--- src/design/chaotic_map_lfo_assert.svh ---
// Assertion macros shared by the RTL.
`ifndef CHAOTIC_MAP_LFO_ASSERT_SVH
`define CHAOTIC_MAP_LFO_ASSERT_SVH
`ifndef ASSERT_OFF
`define CML_ASSERT(lbl, clk, rstn, prop, msg) \
  lbl: assert property (@(posedge clk) disable iff (!rstn) prop) else $error(msg);
`define CML_ASSERT_IMP(lbl, clk, rstn, ante, cons, msg) \
  lbl: assert property (@(posedge clk) disable iff (!rstn) (ante) |-> (cons)) else $error(msg);
`else
`define CML_ASSERT(lbl, clk, rstn, prop, msg)
`define CML_ASSERT_IMP(lbl, clk, rstn, ante, cons, msg)
`endif
`endif

--- src/design/cml_pkg.sv ---
package cml_pkg;

  localparam int unsigned STATE_WIDTH  = 32;
  localparam int unsigned FRAC         = 24;
  localparam int unsigned OUT_WIDTH    = 16;
  localparam int unsigned MAX_INTERVAL = 100;
  localparam int unsigned PC_W         = 5;
  localparam int unsigned SM_W         = OUT_WIDTH + 8;

  typedef logic signed [STATE_WIDTH-1:0] sval_t;

  localparam sval_t K_ZERO   = '0;
  localparam sval_t K_ONE    = sval_t'(1 << FRAC);
  localparam sval_t K_HALF   = sval_t'(1 << (FRAC - 1));
  localparam sval_t K_TWO    = sval_t'(2 << FRAC);
  localparam sval_t K_R0     = sval_t'(59894497);
  localparam sval_t K_R1     = sval_t'(7214203);
  localparam sval_t K_SIGMA  = sval_t'(10 << FRAC);
  localparam sval_t K_BETA   = sval_t'(44739243);
  localparam sval_t K_RHO0   = sval_t'(24 << FRAC);
  localparam sval_t K_RHO1   = sval_t'(4 << FRAC);
  localparam sval_t K_DT_LZ  = sval_t'(83886);
  localparam sval_t K_INV20  = sval_t'(838861);
  localparam sval_t K_HA1    = sval_t'(6710886);
  localparam sval_t K_HB     = sval_t'(5033165);
  localparam sval_t K_INV15H = sval_t'(11184811);
  localparam sval_t K_RA     = sval_t'(3355443);
  localparam sval_t K_RC0    = sval_t'(95630131);
  localparam sval_t K_RC1    = sval_t'(72142029);
  localparam sval_t K_DT_RS  = sval_t'(167772);
  localparam sval_t K_INV15  = sval_t'(1118481);

  typedef enum logic [2:0] {
    MAP_LOGISTIC = 3'd0,
    MAP_LORENZ   = 3'd1,
    MAP_HENON    = 3'd2,
    MAP_TENT     = 3'd3,
    MAP_ROSSLER  = 3'd4
  } map_e;

  typedef enum logic [2:0] {
    REG_MAP_SELECT      = 3'd0,
    REG_CHAOS_AMOUNT    = 3'd1,
    REG_UPDATE_INTERVAL = 3'd2,
    REG_SMOOTHING_COEF  = 3'd3,
    REG_OUTPUT_DEPTH    = 3'd4,
    REG_INITIAL_X       = 3'd5
  } cfg_reg_e;

  typedef enum logic [2:0] {
    OP_ADD, OP_SUB, OP_NSUB, OP_MIN, OP_MUL
  } op_e;

  typedef enum logic [4:0] {
    S_X, S_Y, S_Z, S_T0, S_T1, S_T2, S_T3, S_AMT, S_ZERO, S_ONE, S_HALF, S_TWO,
    S_R0, S_R1, S_SIGMA, S_BETA, S_RHO0, S_RHO1, S_DTLZ, S_INV20, S_HA1, S_HB,
    S_INV15H, S_RA, S_RC0, S_RC1, S_DTRS, S_INV15
  } src_e;

  typedef enum logic [2:0] {
    D_X, D_Y, D_Z, D_T0, D_T1, D_T2, D_T3
  } dst_e;

  typedef struct packed {
    op_e  op;
    src_e a;
    src_e b;
    dst_e d;
    logic last;
  } uop_t;

  typedef struct packed {
    logic start;
    logic restart;
  } seq_ctl_t;

  typedef enum logic [2:0] {
    T_IDLE, T_CSTART, T_CWAIT, T_SSTART, T_SWAIT, T_DONE
  } top_state_e;

  typedef enum logic [1:0] {
    CH_IDLE, CH_EXEC, CH_MULW
  } chs_state_e;

  typedef enum logic [2:0] {
    SM_IDLE, SM_MTGT, SM_TGT, SM_MA, SM_MB, SM_FIN
  } smo_state_e;

  function automatic uop_t uop(op_e op, src_e a, src_e b, dst_e d, logic last);
    uop_t u;
    u.op   = op;
    u.a    = a;
    u.b    = b;
    u.d    = d;
    u.last = last;
    return u;
  endfunction

  // Microprogram: one step of each map. The final op always lands in t0.
  function automatic uop_t ucode(logic [2:0] map, logic [PC_W-1:0] pc);
    uop_t u;
    u = uop(OP_ADD, S_ZERO, S_ZERO, D_T0, 1'b1);
    unique case (map)
      MAP_LOGISTIC: begin
        unique case (pc)
          5'd0:    u = uop(OP_MUL, S_AMT,  S_R1,   D_T0, 1'b0);
          5'd1:    u = uop(OP_ADD, S_R0,   S_T0,   D_T0, 1'b0);
          5'd2:    u = uop(OP_MUL, S_T0,   S_X,    D_T0, 1'b0);
          5'd3:    u = uop(OP_SUB, S_ONE,  S_X,    D_T1, 1'b0);
          5'd4:    u = uop(OP_MUL, S_T0,   S_T1,   D_X,  1'b0);
          5'd5:    u = uop(OP_SUB, S_X,    S_HALF, D_T0, 1'b0);
          default: u = uop(OP_MUL, S_T0,   S_TWO,  D_T0, 1'b1);
        endcase
      end
      MAP_LORENZ: begin
        unique case (pc)
          5'd0:    u = uop(OP_MUL, S_AMT,   S_RHO1, D_T0, 1'b0);
          5'd1:    u = uop(OP_ADD, S_RHO0,  S_T0,   D_T0, 1'b0);
          5'd2:    u = uop(OP_SUB, S_Y,     S_X,    D_T1, 1'b0);
          5'd3:    u = uop(OP_MUL, S_SIGMA, S_T1,   D_T1, 1'b0);
          5'd4:    u = uop(OP_SUB, S_T0,    S_Z,    D_T2, 1'b0);
          5'd5:    u = uop(OP_MUL, S_X,     S_T2,   D_T2, 1'b0);
          5'd6:    u = uop(OP_SUB, S_T2,    S_Y,    D_T2, 1'b0);
          5'd7:    u = uop(OP_MUL, S_X,     S_Y,    D_T3, 1'b0);
          5'd8:    u = uop(OP_MUL, S_BETA,  S_Z,    D_T0, 1'b0);
          5'd9:    u = uop(OP_SUB, S_T3,    S_T0,   D_T3, 1'b0);
          5'd10:   u = uop(OP_MUL, S_T1,    S_DTLZ, D_T1, 1'b0);
          5'd11:   u = uop(OP_ADD, S_X,     S_T1,   D_X,  1'b0);
          5'd12:   u = uop(OP_MUL, S_T2,    S_DTLZ, D_T2, 1'b0);
          5'd13:   u = uop(OP_ADD, S_Y,     S_T2,   D_Y,  1'b0);
          5'd14:   u = uop(OP_MUL, S_T3,    S_DTLZ, D_T3, 1'b0);
          5'd15:   u = uop(OP_ADD, S_Z,     S_T3,   D_Z,  1'b0);
          default: u = uop(OP_MUL, S_X,     S_INV20, D_T0, 1'b1);
        endcase
      end
      MAP_HENON: begin
        unique case (pc)
          5'd0:    u = uop(OP_MUL, S_AMT, S_HA1,  D_T0, 1'b0);
          5'd1:    u = uop(OP_ADD, S_ONE, S_T0,   D_T0, 1'b0);
          5'd2:    u = uop(OP_MUL, S_X,   S_X,    D_T1, 1'b0);
          5'd3:    u = uop(OP_MUL, S_T0,  S_T1,   D_T1, 1'b0);
          5'd4:    u = uop(OP_SUB, S_ONE, S_T1,   D_T1, 1'b0);
          5'd5:    u = uop(OP_MUL, S_HB,  S_X,    D_T2, 1'b0);
          5'd6:    u = uop(OP_ADD, S_T1,  S_Y,    D_X,  1'b0);
          5'd7:    u = uop(OP_ADD, S_T2,  S_ZERO, D_Y,  1'b0);
          default: u = uop(OP_MUL, S_X,   S_INV15H, D_T0, 1'b1);
        endcase
      end
      MAP_TENT: begin
        unique case (pc)
          5'd0:    u = uop(OP_ADD, S_ONE, S_AMT,  D_T0, 1'b0);
          5'd1:    u = uop(OP_SUB, S_ONE, S_X,    D_T1, 1'b0);
          5'd2:    u = uop(OP_MIN, S_X,   S_T1,   D_T1, 1'b0);
          5'd3:    u = uop(OP_MUL, S_T0,  S_T1,   D_X,  1'b0);
          5'd4:    u = uop(OP_SUB, S_X,   S_HALF, D_T0, 1'b0);
          default: u = uop(OP_MUL, S_T0,  S_TWO,  D_T0, 1'b1);
        endcase
      end
      MAP_ROSSLER: begin
        unique case (pc)
          5'd0:    u = uop(OP_MUL,  S_AMT, S_RC1,  D_T0, 1'b0);
          5'd1:    u = uop(OP_ADD,  S_RC0, S_T0,   D_T0, 1'b0);
          5'd2:    u = uop(OP_NSUB, S_Y,   S_Z,    D_T1, 1'b0);
          5'd3:    u = uop(OP_MUL,  S_RA,  S_Y,    D_T2, 1'b0);
          5'd4:    u = uop(OP_ADD,  S_X,   S_T2,   D_T2, 1'b0);
          5'd5:    u = uop(OP_SUB,  S_X,   S_T0,   D_T3, 1'b0);
          5'd6:    u = uop(OP_MUL,  S_Z,   S_T3,   D_T3, 1'b0);
          5'd7:    u = uop(OP_ADD,  S_RA,  S_T3,   D_T3, 1'b0);
          5'd8:    u = uop(OP_MUL,  S_T1,  S_DTRS, D_T1, 1'b0);
          5'd9:    u = uop(OP_ADD,  S_X,   S_T1,   D_X,  1'b0);
          5'd10:   u = uop(OP_MUL,  S_T2,  S_DTRS, D_T2, 1'b0);
          5'd11:   u = uop(OP_ADD,  S_Y,   S_T2,   D_Y,  1'b0);
          5'd12:   u = uop(OP_MUL,  S_T3,  S_DTRS, D_T3, 1'b0);
          5'd13:   u = uop(OP_ADD,  S_Z,   S_T3,   D_Z,  1'b0);
          default: u = uop(OP_MUL,  S_X,   S_INV15, D_T0, 1'b1);
        endcase
      end
      default: u = uop(OP_ADD, S_ZERO, S_ZERO, D_T0, 1'b1);
    endcase
    return u;
  endfunction

  // Clamp to +-1, then map Q.24 to Q1.(OUT_WIDTH-1) by floor, top code capped.
  function automatic logic signed [OUT_WIDTH-1:0] to_out(sval_t v);
    sval_t c;
    sval_t s;
    logic [OUT_WIDTH:0] u;
    if (v > K_ONE) begin
      c = K_ONE;
    end else if (v < -K_ONE) begin
      c = -K_ONE;
    end else begin
      c = v;
    end
    s = c + K_ONE;
    u = s[FRAC+1 -: OUT_WIDTH+1];
    if (u[OUT_WIDTH]) begin
      return {1'b0, {(OUT_WIDTH-1){1'b1}}};
    end
    return {~u[OUT_WIDTH-1], u[OUT_WIDTH-2:0]};
  endfunction

endpackage

--- src/design/cml_alu.sv ---
// Shared saturating unit: add/sub/nsub/min combinational, multiply through a register.
module cml_alu (
  input  logic              clk_i,
  input  cml_pkg::op_e      op_i,
  input  cml_pkg::sval_t    a_i,
  input  cml_pkg::sval_t    b_i,
  output cml_pkg::sval_t    res_o,
  output cml_pkg::sval_t    mul_o
);

  localparam int unsigned SW = cml_pkg::STATE_WIDTH;
  localparam int unsigned QW = 2 * SW - cml_pkg::FRAC;
  localparam logic [QW-1:0] QLIM = QW'(1) << (SW - 1);

  logic signed [SW+1:0] wide;
  logic [SW-1:0]        mag_a;
  logic [SW-1:0]        mag_b;
  logic [2*SW-1:0]      prod_q;
  logic                 neg_q;
  logic [QW-1:0]        q;

  always_comb begin
    case (op_i)
      cml_pkg::OP_ADD:  wide = (SW+2)'(a_i) + (SW+2)'(b_i);
      cml_pkg::OP_SUB:  wide = (SW+2)'(a_i) - (SW+2)'(b_i);
      cml_pkg::OP_NSUB: wide = -(SW+2)'(a_i) - (SW+2)'(b_i);
      cml_pkg::OP_MIN:  wide = (a_i < b_i) ? (SW+2)'(a_i) : (SW+2)'(b_i);
      default:          wide = '0;
    endcase
    if (wide > (SW+2)'($signed({1'b0, {(SW-1){1'b1}}}))) begin
      res_o = {1'b0, {(SW-1){1'b1}}};
    end else if (wide < -(SW+2)'($signed({2'b0, 1'b1, {(SW-1){1'b0}}}))) begin
      res_o = {1'b1, {(SW-1){1'b0}}};
    end else begin
      res_o = wide[SW-1:0];
    end
  end

  assign mag_a = a_i[SW-1] ? $unsigned(-a_i) : $unsigned(a_i);
  assign mag_b = b_i[SW-1] ? $unsigned(-b_i) : $unsigned(b_i);

  always_ff @(posedge clk_i) begin
    prod_q <= mag_a * mag_b;
    neg_q  <= a_i[SW-1] ^ b_i[SW-1];
  end

  // magnitude truncates toward zero, then saturates by sign
  assign q = prod_q[2*SW-1:cml_pkg::FRAC];

  always_comb begin
    if (neg_q) begin
      mul_o = (q >= QLIM) ? {1'b1, {(SW-1){1'b0}}} : -$signed(q[SW-1:0]);
    end else begin
      mul_o = (q >= QLIM) ? {1'b0, {(SW-1){1'b1}}} : $signed(q[SW-1:0]);
    end
  end

endmodule

--- src/design/cml_chaos.sv ---
// Map state and microsequencer around the shared unit.
module cml_chaos (
  input  logic                                  clk_i,
  input  logic                                  rst_ni,
  input  cml_pkg::seq_ctl_t                     ctl_i,
  input  logic [2:0]                            map_sel_i,
  input  logic [15:0]                           amt_i,
  input  logic [23:0]                           init_x_i,
  output logic                                  done_o,
  output logic signed [cml_pkg::OUT_WIDTH-1:0]  raw_o
);

  localparam int unsigned PW = cml_pkg::PC_W;

  cml_pkg::chs_state_e st_q, st_d;
  logic [PW-1:0]       pc_q, pc_d;
  cml_pkg::sval_t      x_q, y_q, z_q, t0_q, t1_q, t2_q, t3_q;
  cml_pkg::sval_t      opa, opb, res, mulr, wb;
  cml_pkg::uop_t       u;
  logic                we;
  logic signed [cml_pkg::OUT_WIDTH-1:0] raw_q;

  function automatic cml_pkg::sval_t pick(cml_pkg::src_e s);
    cml_pkg::sval_t v;
    unique case (s)
      cml_pkg::S_X:      v = x_q;
      cml_pkg::S_Y:      v = y_q;
      cml_pkg::S_Z:      v = z_q;
      cml_pkg::S_T0:     v = t0_q;
      cml_pkg::S_T1:     v = t1_q;
      cml_pkg::S_T2:     v = t2_q;
      cml_pkg::S_T3:     v = t3_q;
      cml_pkg::S_AMT:    v = cml_pkg::sval_t'({amt_i, 8'h00});
      cml_pkg::S_ZERO:   v = cml_pkg::K_ZERO;
      cml_pkg::S_ONE:    v = cml_pkg::K_ONE;
      cml_pkg::S_HALF:   v = cml_pkg::K_HALF;
      cml_pkg::S_TWO:    v = cml_pkg::K_TWO;
      cml_pkg::S_R0:     v = cml_pkg::K_R0;
      cml_pkg::S_R1:     v = cml_pkg::K_R1;
      cml_pkg::S_SIGMA:  v = cml_pkg::K_SIGMA;
      cml_pkg::S_BETA:   v = cml_pkg::K_BETA;
      cml_pkg::S_RHO0:   v = cml_pkg::K_RHO0;
      cml_pkg::S_RHO1:   v = cml_pkg::K_RHO1;
      cml_pkg::S_DTLZ:   v = cml_pkg::K_DT_LZ;
      cml_pkg::S_INV20:  v = cml_pkg::K_INV20;
      cml_pkg::S_HA1:    v = cml_pkg::K_HA1;
      cml_pkg::S_HB:     v = cml_pkg::K_HB;
      cml_pkg::S_INV15H: v = cml_pkg::K_INV15H;
      cml_pkg::S_RA:     v = cml_pkg::K_RA;
      cml_pkg::S_RC0:    v = cml_pkg::K_RC0;
      cml_pkg::S_RC1:    v = cml_pkg::K_RC1;
      cml_pkg::S_DTRS:   v = cml_pkg::K_DT_RS;
      cml_pkg::S_INV15:  v = cml_pkg::K_INV15;
      default:           v = cml_pkg::K_ZERO;
    endcase
    return v;
  endfunction

  assign u   = cml_pkg::ucode(map_sel_i, pc_q);
  assign opa = pick(u.a);
  assign opb = pick(u.b);

  cml_alu u_alu (
    .clk_i (clk_i),
    .op_i  (u.op),
    .a_i   (opa),
    .b_i   (opb),
    .res_o (res),
    .mul_o (mulr)
  );

  assign wb = (st_q == cml_pkg::CH_MULW) ? mulr : res;

  always_comb begin
    st_d   = st_q;
    pc_d   = pc_q;
    we     = 1'b0;
    done_o = 1'b0;
    unique case (st_q)
      cml_pkg::CH_IDLE: begin
        if (ctl_i.start) begin
          st_d = cml_pkg::CH_EXEC;
          pc_d = '0;
        end
      end
      cml_pkg::CH_EXEC: begin
        if (u.op == cml_pkg::OP_MUL) begin
          st_d = cml_pkg::CH_MULW;
        end else begin
          we = 1'b1;
        end
      end
      cml_pkg::CH_MULW: begin
        we   = 1'b1;
        st_d = cml_pkg::CH_EXEC;
      end
      default: st_d = cml_pkg::CH_IDLE;
    endcase
    if (we) begin
      if (u.last) begin
        done_o = 1'b1;
        st_d   = cml_pkg::CH_IDLE;
      end else begin
        pc_d = pc_q + PW'(1);
      end
    end
  end

  always_ff @(posedge clk_i or negedge rst_ni) begin
    if (!rst_ni) begin
      st_q <= cml_pkg::CH_IDLE;
      pc_q <= '0;
    end else begin
      st_q <= st_d;
      pc_q <= pc_d;
    end
  end

  always_ff @(posedge clk_i or negedge rst_ni) begin
    if (!rst_ni) begin
      x_q   <= cml_pkg::K_HALF;
      y_q   <= cml_pkg::K_HALF;
      z_q   <= cml_pkg::K_HALF;
      raw_q <= '0;
    end else if (ctl_i.restart) begin
      x_q   <= cml_pkg::sval_t'(init_x_i);
      y_q   <= cml_pkg::K_HALF;
      z_q   <= cml_pkg::K_HALF;
      raw_q <= '0;
    end else if (we) begin
      if (u.d == cml_pkg::D_X) x_q <= wb;
      if (u.d == cml_pkg::D_Y) y_q <= wb;
      if (u.d == cml_pkg::D_Z) z_q <= wb;
      if (u.last) raw_q <= cml_pkg::to_out(wb);
    end
  end

  always_ff @(posedge clk_i) begin
    if (we) begin
      if (u.d == cml_pkg::D_T0) t0_q <= wb;
      if (u.d == cml_pkg::D_T1) t1_q <= wb;
      if (u.d == cml_pkg::D_T2) t2_q <= wb;
      if (u.d == cml_pkg::D_T3) t3_q <= wb;
    end
  end

  assign raw_o = raw_q;

endmodule

--- src/design/cml_smooth.sv ---
// Depth scaling and one-pole smoother sharing one multiplier.
module cml_smooth (
  input  logic                                  clk_i,
  input  logic                                  rst_ni,
  input  cml_pkg::seq_ctl_t                     ctl_i,
  input  logic signed [cml_pkg::OUT_WIDTH-1:0]  raw_i,
  input  logic [15:0]                           depth_i,
  input  logic [15:0]                           coef_i,
  output logic                                  done_o,
  output logic signed [cml_pkg::OUT_WIDTH-1:0]  lfo_o
);

  localparam int unsigned OW  = cml_pkg::OUT_WIDTH;
  localparam int unsigned SMW = cml_pkg::SM_W;
  localparam int unsigned PRW = SMW + 17;

  cml_pkg::smo_state_e  st_q, st_d;
  logic signed [SMW-1:0] sm_q, tgt_q, tgt_w, sm_fin;
  logic signed [SMW:0]   tgt_wide;
  logic [SMW-1:0]        ma;
  logic [16:0]           mb;
  logic [PRW-1:0]        prod_q, acc_q, sum;

  always_comb begin
    case (st_q)
      cml_pkg::SM_MA: begin
        ma = {~sm_q[SMW-1], sm_q[SMW-2:0]};
        mb = {1'b0, coef_i};
      end
      cml_pkg::SM_MB: begin
        ma = {~tgt_q[SMW-1], tgt_q[SMW-2:0]};
        mb = 17'h10000 - {1'b0, coef_i};
      end
      default: begin
        ma = {{(SMW-OW){1'b0}}, ~raw_i[OW-1], raw_i[OW-2:0]};
        mb = {1'b0, depth_i};
      end
    endcase
  end

  always_ff @(posedge clk_i) begin
    prod_q <= PRW'(ma) * PRW'(mb);
    if (st_q == cml_pkg::SM_MB) acc_q <= prod_q;
    if (st_q == cml_pkg::SM_TGT) tgt_q <= tgt_w;
  end

  assign tgt_wide = $signed({1'b0, prod_q[OW+15:8]})
                  - $signed({2'b00, depth_i, {(OW-9){1'b0}}});
  assign tgt_w    = tgt_wide[SMW-1:0];
  assign sum      = acc_q + prod_q;
  assign sm_fin   = {~sum[SMW+15], sum[SMW+14:16]};

  always_comb begin
    st_d   = st_q;
    done_o = 1'b0;
    unique case (st_q)
      cml_pkg::SM_IDLE: if (ctl_i.start) st_d = cml_pkg::SM_MTGT;
      cml_pkg::SM_MTGT: st_d = cml_pkg::SM_TGT;
      cml_pkg::SM_TGT: begin
        if (coef_i == '0) begin
          done_o = 1'b1;
          st_d   = cml_pkg::SM_IDLE;
        end else begin
          st_d = cml_pkg::SM_MA;
        end
      end
      cml_pkg::SM_MA:   st_d = cml_pkg::SM_MB;
      cml_pkg::SM_MB:   st_d = cml_pkg::SM_FIN;
      cml_pkg::SM_FIN: begin
        done_o = 1'b1;
        st_d   = cml_pkg::SM_IDLE;
      end
      default: st_d = cml_pkg::SM_IDLE;
    endcase
  end

  always_ff @(posedge clk_i or negedge rst_ni) begin
    if (!rst_ni) begin
      st_q <= cml_pkg::SM_IDLE;
      sm_q <= '0;
    end else begin
      st_q <= st_d;
      if (ctl_i.restart) begin
        sm_q <= '0;
      end else if (st_q == cml_pkg::SM_TGT && coef_i == '0) begin
        sm_q <= tgt_w;
      end else if (st_q == cml_pkg::SM_FIN) begin
        sm_q <= sm_fin;
      end
    end
  end

  assign lfo_o = sm_q[SMW-1:8];

endmodule

--- src/design/chaotic_map_lfo.sv ---
// Chaotic modulation oscillator, one tick per input transfer.
// Input channel (in_valid_i/in_ready_o) carries advance_i and restart_orbit_i;
// every input transfer yields exactly one output transfer on out_valid_o /
// out_ready_i with lfo_value_o (smoothed, depth-scaled) and raw_value_o.
// Config channel (cfg_valid_i/cfg_ready_o) writes register cfg_index_i with
// cfg_data_i; it is always ready. The user must write it only while the block
// is idle; the block itself does not enforce this. Advance low: output load
// only. Advance without a map step: smoother only. Step tick: map sequencer,
// then smoother (Lorenz, the longest map, runs 17 micro-ops, 9 of them
// multiplies). Work rests on the one shared 32x32 saturating multiply/add unit
// in the map sequencer and the smoother's multiplier, used up to three times.
// One item is in flight at a time; in_ready_o is high only when idle.
// Results sit in an output register, so the next input can be taken while
// a result waits; a stalled receiver holds the block in its final state
// until that register frees up.
// Reset: registers take their documented defaults, x = initial_x, y = z = 0.5,
// raw, smoothed output and the step countdown are zero.
`include "chaotic_map_lfo_assert.svh"
module chaotic_map_lfo #(
  parameter int unsigned MAX_INTERVAL = cml_pkg::MAX_INTERVAL
) (
  input  logic                                  clk_i,
  input  logic                                  rst_ni,
  input  logic                                  in_valid_i,
  output logic                                  in_ready_o,
  input  logic                                  advance_i,
  input  logic                                  restart_orbit_i,
  output logic                                  out_valid_o,
  input  logic                                  out_ready_i,
  output logic signed [cml_pkg::OUT_WIDTH-1:0]  lfo_value_o,
  output logic signed [cml_pkg::OUT_WIDTH-1:0]  raw_value_o,
  input  logic                                  cfg_valid_i,
  output logic                                  cfg_ready_o,
  input  logic [2:0]                            cfg_index_i,
  input  logic [23:0]                           cfg_data_i
);

  localparam int unsigned CW = $clog2(MAX_INTERVAL + 1);

  // configuration registers
  logic [2:0]  map_sel_q;
  logic [15:0] amt_q;
  logic [6:0]  interval_q;
  logic [15:0] coef_q;
  logic [15:0] depth_q;
  logic [23:0] init_x_q;

  cml_pkg::top_state_e st_q, st_d;
  logic [CW-1:0]       cnt_q, cnt_d, cnt_eff, reload;
  cml_pkg::seq_ctl_t   chs_ctl, smo_ctl;
  logic                chs_done, smo_done;
  logic                accept, load_out;
  logic                out_valid_q;
  logic signed [cml_pkg::OUT_WIDTH-1:0] lfo_q, raw_q, chs_raw, smo_lfo;

  assign cfg_ready_o = 1'b1;
  assign in_ready_o  = (st_q == cml_pkg::T_IDLE);
  assign accept      = in_valid_i && in_ready_o;

  always_ff @(posedge clk_i or negedge rst_ni) begin
    if (!rst_ni) begin
      map_sel_q  <= 3'd0;
      amt_q      <= 16'd32768;
      interval_q <= 7'd50;
      coef_q     <= 16'd0;
      depth_q    <= 16'd65535;
      init_x_q   <= 24'd8388608;
    end else if (cfg_valid_i && cfg_ready_o) begin
      unique case (cfg_index_i)
        cml_pkg::REG_MAP_SELECT:      map_sel_q  <= cfg_data_i[2:0];
        cml_pkg::REG_CHAOS_AMOUNT:    amt_q      <= cfg_data_i[15:0];
        cml_pkg::REG_UPDATE_INTERVAL: interval_q <= cfg_data_i[6:0];
        cml_pkg::REG_SMOOTHING_COEF:  coef_q     <= cfg_data_i[15:0];
        cml_pkg::REG_OUTPUT_DEPTH:    depth_q    <= cfg_data_i[15:0];
        cml_pkg::REG_INITIAL_X:       init_x_q   <= cfg_data_i;
        default: ;
      endcase
    end
  end

  // countdown reload: zero acts as one, large values clip to the maximum
  always_comb begin
    if (interval_q == '0) begin
      reload = CW'(1);
    end else if (32'(interval_q) > 32'(MAX_INTERVAL)) begin
      reload = CW'(MAX_INTERVAL);
    end else begin
      reload = CW'(interval_q);
    end
  end

  assign cnt_eff = restart_orbit_i ? '0 : cnt_q;

  always_comb begin
    st_d     = st_q;
    cnt_d    = cnt_q;
    chs_ctl  = '0;
    smo_ctl  = '0;
    load_out = 1'b0;
    unique case (st_q)
      cml_pkg::T_IDLE: begin
        if (accept) begin
          // restart takes effect before this tick's work
          chs_ctl.restart = restart_orbit_i;
          smo_ctl.restart = restart_orbit_i;
          if (!advance_i) begin
            cnt_d = cnt_eff;
            st_d  = cml_pkg::T_DONE;
          end else if (cnt_eff == '0) begin
            cnt_d = reload;
            st_d  = cml_pkg::T_CSTART;
          end else begin
            cnt_d = cnt_eff - CW'(1);
            st_d  = cml_pkg::T_SSTART;
          end
        end
      end
      cml_pkg::T_CSTART: begin
        chs_ctl.start = 1'b1;
        st_d          = cml_pkg::T_CWAIT;
      end
      cml_pkg::T_CWAIT: if (chs_done) st_d = cml_pkg::T_SSTART;
      cml_pkg::T_SSTART: begin
        smo_ctl.start = 1'b1;
        st_d          = cml_pkg::T_SWAIT;
      end
      cml_pkg::T_SWAIT: if (smo_done) st_d = cml_pkg::T_DONE;
      cml_pkg::T_DONE: begin
        if (!out_valid_q || out_ready_i) begin
          load_out = 1'b1;
          st_d     = cml_pkg::T_IDLE;
        end
      end
      default: st_d = cml_pkg::T_IDLE;
    endcase
  end

  always_ff @(posedge clk_i or negedge rst_ni) begin
    if (!rst_ni) begin
      st_q        <= cml_pkg::T_IDLE;
      cnt_q       <= '0;
      out_valid_q <= 1'b0;
    end else begin
      st_q  <= st_d;
      cnt_q <= cnt_d;
      if (load_out) begin
        out_valid_q <= 1'b1;
      end else if (out_ready_i) begin
        out_valid_q <= 1'b0;
      end
    end
  end

  always_ff @(posedge clk_i) begin
    if (load_out) begin
      lfo_q <= smo_lfo;
      raw_q <= chs_raw;
    end
  end

  cml_chaos u_chaos (
    .clk_i     (clk_i),
    .rst_ni    (rst_ni),
    .ctl_i     (chs_ctl),
    .map_sel_i (map_sel_q),
    .amt_i     (amt_q),
    .init_x_i  (init_x_q),
    .done_o    (chs_done),
    .raw_o     (chs_raw)
  );

  cml_smooth u_smooth (
    .clk_i   (clk_i),
    .rst_ni  (rst_ni),
    .ctl_i   (smo_ctl),
    .raw_i   (chs_raw),
    .depth_i (depth_q),
    .coef_i  (coef_q),
    .done_o  (smo_done),
    .lfo_o   (smo_lfo)
  );

  assign out_valid_o = out_valid_q;
  assign lfo_value_o = lfo_q;
  assign raw_value_o = raw_q;

  `CML_ASSERT(a_accept_busy, clk_i, rst_ni, accept |=> !in_ready_o, "ready after accept")
  `CML_ASSERT(a_cnt_range, clk_i, rst_ni, 32'(cnt_q) <= 32'(MAX_INTERVAL), "countdown range")
  `CML_ASSERT_IMP(a_chs_done, clk_i, rst_ni, chs_done, st_q == cml_pkg::T_CWAIT, "stray map done")
  `CML_ASSERT_IMP(a_smo_done, clk_i, rst_ni, smo_done, st_q == cml_pkg::T_SWAIT, "stray smooth done")
  `CML_ASSERT(a_out_load, clk_i, rst_ni, $rose(out_valid_q) |-> $past(st_q == cml_pkg::T_DONE), "load")

endmodule

--- config.mk ---
export PLATFORM = sky130hd
export DESIGN_NAME = chaotic_map_lfo
export DESIGN_NICKNAME = d
export VERILOG_FILES = /design/src/design/cml_pkg.sv /design/src/design/cml_alu.sv /design/src/design/cml_chaos.sv /design/src/design/cml_smooth.sv /design/src/design/chaotic_map_lfo.sv
export VERILOG_INCLUDE_DIRS = /design/src /design/src/design
export SDC_FILE = /design/constraint.sdc
export NUM_CORES = 2
export LEC_CHECK = 0
export ABC_AREA = 1
export BUFFER_PORTS_ARGS = -buffer_cell sky130_fd_sc_hd__buf_2
export CORE_MARGIN = 1.5
export CORE_UTILIZATION = 36
export DETAILED_ROUTE_END_ITERATION = 10
export PLACE_DENSITY_LB_ADDON = 0.12
export SLEW_MARGIN = 20
export SYNTH_ARGS = -nofsm -noshare
export SYNTH_HDL_FRONTEND = slang
export SYNTH_SLANG_ARGS = --single-unit
--- constraint.sdc ---
create_clock -name clk_i -period 13.6 [get_ports clk_i]
set_input_delay 1.36 -clock clk_i [delete_from_list [all_inputs] [get_ports clk_i]]
set_output_delay 1.36 -clock clk_i [all_outputs]
set_load 0.01 [all_outputs]
==> metrics <==
CTS hold repair buffers 0; ratio of cells with drive above 1 in the final layout 7.911%; CP required 14,100 ps; area delta synth->final 10.00%; Vias 70,400; Clock Sink Count 544; Port Buffer Count 67; mapped cell area 81,020 µm²; most frequent cells in the layout inv_1, nand2_1, fa_1; Crit Path Class register to register; initial antenna violation count 9; gpl congestion 1.013; Core ar. 223,000 µm²; endpoint type of the worst setup path register; drt pass-1 iters 6; final worst-path cycle share 95.89%; Starting Density 36.34%; Fin. Hold Viols 0; CTS max path bufs 3; All-Layer GR Usage 28.50%; grt total ovfl 0; Detailed Place HPWL 267,600 µm; post-synth net total 12,080; Worst R2R Start u_chaos.pc_q[0]; critical path endpoint u_chaos.u_alu.prod_q[60]; clock latency on the worst-skew pair 630 ps; setup ws final 559.1 ps; Antenna Nets Post-Route 0; synth warn 0; Final Skew 28.01 ps; CP Launch Point u_chaos.pc_q[0]; R2R depth 55; status finished, final reports clean; global-route wire length before repair 485,000 µm; most common cell after layout, fill and taps aside inv_1; CP arrival 13,540 ps; Worst-Margin Slew 1124 ps; synth unique cells 82; drt wl/cell 24.27 µm; layout net count 12,210; via-per-instance ratio 5.251; total die area 227,900 µm²; DP Worst Slack 29.49 ps; Startpoint Class register; DRT iter0 DRCs 5,366; DRC 0; Most Frequent Cell on Critical Path nand2_1; Die H 477.4 µm; top_reg_cell synth edfxtp_1; TritonCTS clock tree yes; number of flops mapped to enable cells by yosys 224; RR Endpoint u_chaos.u_alu.prod_q[60]; Hold Path Class register to register; CTS Root Cell clkbuf_16; ys async rst share 43.93%; DRT Wirelength 325,300 µm; FF+latch count, synth 544; max cap viols 0; f_max 0.07668 GHz; Max Slew Vio Count 0; endpoints failing setup 0; Syn Inst Count 10,250; largest fanout on the critical path 9; biggest cell delay along the critical path 640 ps; post-route minimum period 13,040 ps; sequential area share after synthesis 17.72%; hold_sp u_smooth.prod_q[0]; Rel. slew slack 24.79%; floorplan row count 173; FF-to-FF setup slack 560 ps; Die W 477.4 µm; Syn Area/Cell 7.904 µm²; clock slew at reported path FFs 60 ps; Worst path slowest cell fa_1; pin count of the biggest net entering global routing 161; CTS Buf Count 67; Boundary Pins 69; H-tree depth 3; vias in the first global route 72,480
[final cells by class]
| cell class | instances | area, µm² |
|---|---|---|
| fill | 23330 | 133800 |
| multi-input combinational | 7084 | 57130 |
| sequential | 544 | 14360 |
| inverter | 2245 | 8447 |
| tap | 2975 | 3722 |
| timing repair buffer | 431 | 3189 |
| clock buffer | 83 | 1873 |
| clock inverter | 41 | 395.4 |
| antenna | 4 | 10.01 |
[worst min-delay path by stage]
stage / end / cells past startpoint
detailed placement: u_smooth.acc_q[0] / 0
floorplan: u_smooth.acc_q[0] / 0
global route: u_smooth.acc_q[38] / 0
global placement: u_smooth.acc_q[0] / 0
finish: u_smooth.acc_q[0] / 0
CTS: u_smooth.acc_q[0] / 0
[cell families after synthesis]
group | Yosys count | synth area share [%]
other | 1 | 0.004629
XOR/XNOR | 174 | 1.890
flip-flops | 544 | 17.72
AO/OA/AOI/OAI | 1393 | 10.02
buffers and inverters | 2622 | 12.38
adder cells (fa/ha/maj) | 1800 | 39.18
multiplexers | 8 | 0.1112
AND/OR/NAND/NOR | 3708 | 18.69
[sequential cells by signal (all words and copies together), names as in the netlist, 24 cells and up]
name / cells
u_chaos.t2_q: 32
u_chaos.t3_q: 32
u_chaos.u_alu.prod_q: 40
u_chaos.y_q: 32
u_chaos.t1_q: 32
u_smooth.sm_q: 24
u_chaos.x_q: 32
u_chaos.t0_q: 32
u_smooth.prod_q: 40
u_smooth.acc_q: 40
u_smooth.tgt_q: 24
u_chaos.z_q: 32
init_x_q: 24
[Yosys cell counts (128+ instances only)]
library cell,instances,area share [%]
nand2_1,2113,9.8
o21ai_0,489,3.0
nor2_1,1050,4.9
nand3_1,253,1.6
xor2_1,128,1.4
clkbuf_1,299,1.4
edfxtp_1,224,8.3
fa_1,1228,30
dfrtp_1,215,6.6
inv_1,2166,10
ha_1,572,8.8
a21oi_1,446,2.8
[worst max-delay path, delay by kind of cell (launching register included)]
| kind | cells | cell delay [ps] |
|---|---|---|
| AO/OA/AOI/OAI | 7 | 2060 |
| buffers and inverters | 11 | 1840 |
| flip-flops | 1 | 470 |
| AND/OR/NAND/NOR | 25 | 3710 |
| XOR/XNOR | 2 | 320 |
| adder cells (fa/ha/maj) | 10 | 4480 |
[timing repair]
| item | CTS | global route |
|---|---|---|
| setup endpoints to repair | 0 | 29 |
| gates resized for setup | 0 | 46 |
| setup buffers | 0 | 6 |
[metrics by stage]
step	util (%)	setup TNS, ps	instance area, µm²	std cells	hold WS (ps)
floorplan	-	0	81020	10250	408.7
global placement	38.82	0	86550	13270	424.6
detailed placement	38.83	0	86560	13270	427.0
CTS	39.84	0	88830	13400	441.7
global route	39.97	-430.3	89110	13400	458.8
finish	39.97	0	89120	13410	440.3
[layer usage]
metal / global-route usage (%) / share of wire (%)
met1: 38.28 / 43
met3: 2.629 / 5.3
met5: 0 / 0.0068
met2: 47.40 / 47
met4: 11.04 / 4.5
Power is left out: the tool's default activity adds up to more than one toggle a clock period on the data nets, which glitch-free logic cannot reach.
